[src/design/bcrc24_pkg.sv]
// Package for the BLE CRC-24 forward/reverse engine: constants, item type
// and the per-byte LFSR functions. No dependencies.
`timescale 1ns / 1ps

package bcrc24_pkg;

    localparam int CRC_W   = 24;
    localparam int BYTE_W  = 8;
    localparam int TDATA_W = 32;
    localparam int TUSER_W = 3;
    localparam int OUT_W   = 24;

    localparam logic [CRC_W-1:0] FWD_TAPS = 24'h5a6000;
    localparam logic [CRC_W-1:0] REV_TAPS = 24'hb4c000;
    localparam logic [CRC_W-1:0] CRC_MASK = 24'hffffff;

    // mode codes
    localparam logic MODE_FWD = 1'b0;
    localparam logic MODE_REV = 1'b1;

    // one input word, unpacked
    typedef struct packed {
        logic              func;
        logic [BYTE_W-1:0] data_byte;
        logic              byte_valid;
        logic              first;
        logic              last;
        logic [CRC_W-1:0]  seed;
    } item_t;

    // reflected lfsr, lsb of the byte first
    function automatic logic [CRC_W-1:0] fwd_byte(input logic [CRC_W-1:0] s_in,
                                                   input logic [BYTE_W-1:0] b);
        logic [CRC_W-1:0] s;
        logic             fb;
        s = s_in;
        for (int k = 0; k < BYTE_W; k++)
        begin
            fb = s[0] ^ b[k];
            s  = {1'b0, s[CRC_W-1:1]};
            if (fb)
            begin
                s = (s | {1'b1, {(CRC_W-1){1'b0}}}) ^ FWD_TAPS;
            end
        end
        return s & CRC_MASK;
    endfunction

    // lfsr run backwards, msb of the byte first
    function automatic logic [CRC_W-1:0] rev_byte(input logic [CRC_W-1:0] s_in,
                                                   input logic [BYTE_W-1:0] b);
        logic [CRC_W-1:0] s;
        logic             top;
        s = s_in;
        for (int k = 0; k < BYTE_W; k++)
        begin
            top = s[CRC_W-1];
            s   = {s[CRC_W-2:0], top ^ b[BYTE_W-1-k]};
            if (top)
            begin
                s = s ^ REV_TAPS;
            end
        end
        return s;
    endfunction

    // bit order reversal of the 24-bit state
    function automatic logic [CRC_W-1:0] reverse24(input logic [CRC_W-1:0] s);
        logic [CRC_W-1:0] r;
        for (int k = 0; k < CRC_W; k++)
        begin
            r[CRC_W-1-k] = s[k];
        end
        return r;
    endfunction

endpackage

[src/design/ble_crc24_forward_reverse_top.sv]
// BLE CRC-24 forward/reverse engine, top level.
// Depends on bcrc24_pkg and bcrc24_step.
//
// Use: bytes of a message arrive one word per cycle on the s_axis channel
// while no final word is held back. tuser carries func, byte_valid and
// first; tlast marks the end of the message. On the first word the seed
// (tdata[31:8]) and mode are loaded: forward mode gives the CRC of the
// bytes, reverse mode is fed the bytes last first starting from a received
// CRC and gives the recovered CRCInit. A word with byte_valid low only
// loads/ends, so an empty message is one word with first and last set.
// One result word leaves on m_axis for each word with tlast set; other
// words give none.
// A word is captured in the input register; its byte then goes through
// the combinational eight-bit LFSR update into the state register, and
// a final word's result into the result register.
// Throughput: one word per cycle, as long as no final word is held back
// by a waiting result.
// Reset clears the LFSR state to zero, the mode to forward and both valid
// flags. When the receiver stalls with a result waiting, non-final words
// keep flowing; a final word holds in the input register, with
// s_axis_tready low, until the result register frees.
`timescale 1ns / 1ps

module ble_crc24_forward_reverse_top (
    input  logic                              clk,
    input  logic                              rst_n,
    input  logic                              s_axis_tvalid,
    output logic                              s_axis_tready,
    // data_byte [7:0], seed [31:8]
    input  logic [bcrc24_pkg::TDATA_W-1:0]    s_axis_tdata,
    // func [0], byte_valid [1], first [2]
    input  logic [bcrc24_pkg::TUSER_W-1:0]    s_axis_tuser,
    input  logic                              s_axis_tlast,
    output logic                              m_axis_tvalid,
    input  logic                              m_axis_tready,
    // crc_value [23:0]
    output logic [bcrc24_pkg::OUT_W-1:0]      m_axis_tdata
);
    import bcrc24_pkg::*;

    item_t            in_item_reg;
    logic             in_valid_reg;
    logic [CRC_W-1:0] lfsr_state_reg;
    logic             mode_reg;
    logic [OUT_W-1:0] out_data_reg;
    logic             out_valid_reg;

    logic             in_valid_next;
    logic             out_valid_next;
    logic             advance;
    logic             out_free;
    logic             s_accept;
    logic [CRC_W-1:0] state_next;
    logic             mode_next;
    logic [OUT_W-1:0] crc_value;
    item_t            s_item;

    // unpack the incoming word
    always_comb
    begin
        s_item.func       = s_axis_tuser[0];
        s_item.byte_valid = s_axis_tuser[1];
        s_item.first      = s_axis_tuser[2];
        s_item.data_byte  = s_axis_tdata[BYTE_W-1:0];
        s_item.seed       = s_axis_tdata[BYTE_W+CRC_W-1:BYTE_W];
        s_item.last       = s_axis_tlast;
    end

    // handshake: a word moves on unless it is final and the result slot is full
    assign out_free      = !out_valid_reg || m_axis_tready;
    assign advance       = in_valid_reg && (out_free || !in_item_reg.last);
    assign s_axis_tready = !in_valid_reg || advance;
    assign s_accept      = s_axis_tvalid && s_axis_tready;

    assign in_valid_next  = s_accept ? 1'b1 : (advance ? 1'b0 : in_valid_reg);
    assign out_valid_next = (advance && in_item_reg.last) ? 1'b1
                          : (m_axis_tready ? 1'b0 : out_valid_reg);

    bcrc24_step u_step (
        .item       (in_item_reg),
        .state      (lfsr_state_reg),
        .mode       (mode_reg),
        .state_next (state_next),
        .mode_next  (mode_next),
        .crc_value  (crc_value)
    );

    // control and lfsr state
    always_ff @(posedge clk or negedge rst_n)
    begin
        if (!rst_n)
        begin
            in_valid_reg   <= 1'b0;
            out_valid_reg  <= 1'b0;
            lfsr_state_reg <= '0;
            mode_reg       <= MODE_FWD;
        end
        else
        begin
            in_valid_reg  <= in_valid_next;
            out_valid_reg <= out_valid_next;
            if (advance)
            begin
                lfsr_state_reg <= state_next;
                mode_reg       <= mode_next;
            end
        end
    end

    // payload registers
    always_ff @(posedge clk)
    begin
        if (s_accept)
        begin
            in_item_reg <= s_item;
        end
        if (advance && in_item_reg.last)
        begin
            out_data_reg <= crc_value;
        end
    end

    assign m_axis_tvalid = out_valid_reg;
    assign m_axis_tdata  = out_data_reg;

    // an empty input register never blocks the upstream side
    a_ready_when_empty: assert property (@(posedge clk) disable iff (!rst_n)
        !in_valid_reg |-> s_axis_tready)
        else $error("input register empty but not ready");

    // a final word that moves on always yields a result next cycle
    a_last_gives_result: assert property (@(posedge clk) disable iff (!rst_n)
        (advance && in_item_reg.last) |=> m_axis_tvalid)
        else $error("final word produced no result");

    // a word without byte or seed leaves the lfsr untouched
    a_no_byte_holds: assert property (@(posedge clk) disable iff (!rst_n)
        (advance && !in_item_reg.byte_valid && !in_item_reg.first)
        |=> lfsr_state_reg == $past(lfsr_state_reg))
        else $error("lfsr changed on a word without byte");

    // the mode follows func on a first word
    a_mode_load: assert property (@(posedge clk) disable iff (!rst_n)
        (advance && in_item_reg.first) |=> mode_reg == $past(in_item_reg.func))
        else $error("mode not loaded on first word");

endmodule

[src/design/bcrc24_step.sv]
// Combinational byte step of the CRC-24 engine: seed load, one byte of
// forward or reverse LFSR, and the result word. Uses bcrc24_pkg.
`timescale 1ns / 1ps

module bcrc24_step (
    input  bcrc24_pkg::item_t             item,
    input  logic [bcrc24_pkg::CRC_W-1:0]  state,
    input  logic                          mode,
    output logic [bcrc24_pkg::CRC_W-1:0]  state_next,
    output logic                          mode_next,
    output logic [bcrc24_pkg::OUT_W-1:0]  crc_value
);
    import bcrc24_pkg::*;

    logic [CRC_W-1:0] base;

    // seed and mode are taken on the first word of a message
    always_comb
    begin
        base      = item.first ? item.seed : state;
        mode_next = item.first ? item.func : mode;
    end

    // one byte through the selected lfsr
    always_comb
    begin
        state_next = base;
        if (item.byte_valid)
        begin
            if (mode_next == MODE_REV)
            begin
                state_next = rev_byte(base, item.data_byte);
            end
            else
            begin
                state_next = fwd_byte(base, item.data_byte);
            end
        end
    end

    // reverse mode hands back the bit-reversed state
    assign crc_value = (mode_next == MODE_REV) ? reverse24(state_next) : state_next;

endmodule

[config.mk]
export PLATFORM = sky130hd
export DESIGN_NAME = ble_crc24_forward_reverse_top
export DESIGN_NICKNAME = d
export VERILOG_FILES = /design/src/design/bcrc24_pkg.sv /design/src/design/ble_crc24_forward_reverse_top.sv /design/src/design/bcrc24_step.sv
export SDC_FILE = /design/constraint.sdc
export NUM_CORES = 1
export LEC_CHECK = 0
export ABC_CLOCK_PERIOD_IN_PS = 6150
export BUFFER_PORTS_ARGS = -buffer_cell sky130_fd_sc_hd__buf_4
export CAP_MARGIN = 15
export CORE_MARGIN = 2
export CORE_UTILIZATION = 53
export DETAILED_ROUTE_END_ITERATION = 10
export PLACE_DENSITY = 0.77
export SLEW_MARGIN = 10
export SYNTH_ARGS = -nofsm -noshare
export SYNTH_HDL_FRONTEND = slang
export SYNTH_SLANG_ARGS = --single-unit
[constraint.sdc]
create_clock -name clk -period 6.15 [get_ports clk]
set_input_delay 0.3075 -clock clk [delete_from_list [all_inputs] [get_ports clk]]
set_output_delay 0.3075 -clock clk [all_outputs]
set_load 0.01 [all_outputs]
==> results.md <==
* Area delta synth->final at 13.51%
* Port bufs at 65
* Net Switching at 1085 uW
* Fillers at 828
* I/O Pins at 66
* Unrepaired setup endpoints after global routing: no
* Initial antenna violation count at 0
* Die height at 104.1 um
* Final nets at 595
* Yosys top cell area share at 0.3395
* Detailed Route Iter0 Violations at 502
* Routed wire length at 13.24 mm
* Antenna diode count at 0
* Reg power frac at 0.320
* Fin. Hold Viols at 0
* Initial Util at 0.5455
* Clk root buf: clkbuf_8
* Clk sinks at 87
* Clock transition at the registers of the reported paths at 0.08 ns
* Synth unique cells at 44
* Synth warn at 0
* Setup Skew at 0.009355 ns
* Fmax at 304.2 MHz
* Vias/cell at 5.720
* Synthesized area per cell at 10.47 um2
* Post-route minimum period at 3.287 ns
* Synthesized Nets at 547
* Leak at 0.002367 uW
* Most common cell in the netlist: xnor2_1
* DRC at 0
* Area leader, netlist: edfxtp_1
* Vias in the first global route at 3697
* Worst min path class: in -> reg
* GPL Wtd Cong at 0.9356
* Sw Share at 0.4081
* Detailed placer's ending HPWL at 9.459 mm
* CP Data Arrival Time at 3.39 ns
* Total chip power at 2658 uW
* Internal Power at 1573 uW
* DIE WIDTH at 104.1 um
* Pin count of the biggest net entering global routing at 64
* Register bit total from synthesis at 87
* CTS tree: built
* Crit path buffers/inverters at 1
* Synth Flop Type: edfxtp_1
* H-tree depth at 3
* Sequential fraction of the synthesis area at 0.4668
* Die area at 10830 um2
* Worst path cell trace: buf_4 -> mux2i_1 -> xnor2_1 -> xnor3_1 -> xnor2_1 -> a21oi_1 -> nor2_1 -> a21oi_1
* CP max stage delay at 0.61 ns
* Logic gate share of total power at 0.551
* Max Fanout on Critical Path at 46
* Crit start category: register
* Cell family with most CP delay: XOR/XNOR gates
* Tcrit/Tclk final at 0.5345
* CP Capture Type: register
* Synth async-reset ratio at 0.3103
* Gate Count Post-Synth at 507
* CTS buffer count at 9
* WHS at 0.1033 ns
* CTS resizes at 0
* PD cells at 441.2 nW/um2
* Routed Antenna Nets at 0
* Number of synthesized flops with an enable pin at 60
* Final count of negative-setup-slack endpoints at 0
* Worst slew margin at 0.3168
* Top post-synthesis cells by count: xnor2_1 (73), edfxtp_1 (60), nand2_1 (59)
* WS Path Type: reg -> reg
* Setup TNS Final at 0 ns
* Max reg flops at 36
* Cell area after synthesis at 5308 um2
* Rows at 36
* GRT Util Overall at 0.2540
* Core ar. at 9729 um2
* Synth top area cells: edfxtp_1 (34%), dfrtp_1 (13%), xnor2_1 (12%)
* Vias at 3964
* Worst Path Required at 6.25 ns
* Routed length per instance at 19.10 um
* Crit-path slowest cell: xnor2_1
* Layout cells sized above 1 at 0.1768
* Measured slew at the worst slew-check pin at 1.025 ns
* First-pass GRT wire length at 20.71 mm
* Max-Cap Viols at 0
* Max clock buf depth at 2
* Drt first pass iters at 5
* Worst-Skew Late Latency at 0.37 ns
* VDD IR max at 0.2205 mV
* Clk pwr share at 0.129
* Final Max Slew Viols at 0
* Status: completed
* GR Overflow Total at 0
==> final timing paths <==
path                                                from                       endpoint  slack, ns  cells past startpoint
max reg2reg                    in_item_reg[25]$_DFFE_PP_     m_axis_tdata[17]$_DFFE_PP_       2.86                      8
min reg2reg                lfsr_state_reg[5]$_DFFE_PN0P_  lfsr_state_reg[5]$_DFFE_PN0P_       0.49                      2
max in group asynchronous                          rst_n  lfsr_state_reg[7]$_DFFE_PN0P_       5.41                      2
min                                     s_axis_tdata[19]      in_item_reg[11]$_DFFE_PP_       0.10                      1
min in group asynchronous                          rst_n      m_axis_tvalid$_DFFE_PN0P_       0.42                      2
max                            in_item_reg[25]$_DFFE_PP_     m_axis_tdata[17]$_DFFE_PP_       2.86                      8
==> repair_timing <==
item	in CTS	in global routing
setup buffers	0	0
endpoints found under the hold margin	27	0
hold buffers	1	0
==> routing by layer <==
metal / vias to the layer above / wire (um) / part of all wire / track usage
met5: - / 0 / 0 / 0
met4: 0 / 244 / 0.018 / 0.08687
met3: 25 / 1176 / 0.089 / 0.06955
met2: 200 / 5834 / 0.44 / 0.3665
met1: 1860 / 5981 / 0.45 / 0.3695
li1: 1879 / - / - / -
==> logic make-up after synthesis <==
group                     Yosys count  synth area share
and+or+nand+nor                   127            0.1009
xor gates and xnor gates          102            0.1933
buffers and inverters              36           0.02994
AOI/OAI and AO/OA                 116            0.1320
DFF                                87            0.4668
muxes                              39           0.07709
==> cell type report <==
type                    instances  area, um2  share of cell area
multi-input cells             384       2673              0.4436
flip-flops and latches         87       2477              0.4112
repair buffers                 72      543.0             0.09013
well taps                     133      166.4             0.02762
clock buffers                  15      156.4             0.02596
clock inverters                 1      5.005           0.0008307
inverters                       1      3.754           0.0006231
==> through the flow <==
stage | instance area, um2 | setup WS [ns] | util | instances
6_report | 6025 | 2.863 | 0.6192 | 693
5_1_grt | 6025 | 2.719 | 0.6192 | 693
4_1_cts | 6025 | 2.861 | 0.6192 | 693
3_5_place_dp | 5853 | 2.884 | 0.6016 | 676
3_3_place_gp | 5853 | 2.921 | 0.6016 | 676
2_1_floorplan | 5308 | 3.635 | - | 507
==> worst register-to-register path, delay by kind of cell, from the launching register on <==
kind | cells | cell delay (ns)
and+or+nand+nor | 1 | 0.12
muxes | 1 | 0.38
DFF | 1 | 0.32
xor gates and xnor gates | 3 | 1.46
AOI/OAI and AO/OA | 2 | 0.15
buffers and inverters | 1 | 0.58
==> placed cells by master (no fill, tap or decap), types with 4 or more instances in the layout <==
cell,n
o21ai_0,36
and2_1,6
mux2_2,5
xnor3_1,5
dfrtp_1,27
a31oi_1,7
o221ai_1,4
nand3_1,5
o22ai_1,4
a211oi_1,5
edfxtp_1,60
clkbuf_8,10
o211ai_1,7
xor2_1,20
buf_4,71
xnor2_1,73
a21oi_1,35
clkbuf_1,5
mux2i_1,33
nand2_1,59
nor2_1,43
==> power by group through the flow <==
stage	logic (uW)	registers (uW)	clock network, uW
after global routing	1580	862	378
final	1460	850	343
after detailed placement	1440	862	0
after CTS	1450	850	356
after global placement	1430	857	0
after floorplan	1130	830	0
Power figures use the tool's default switching activity.
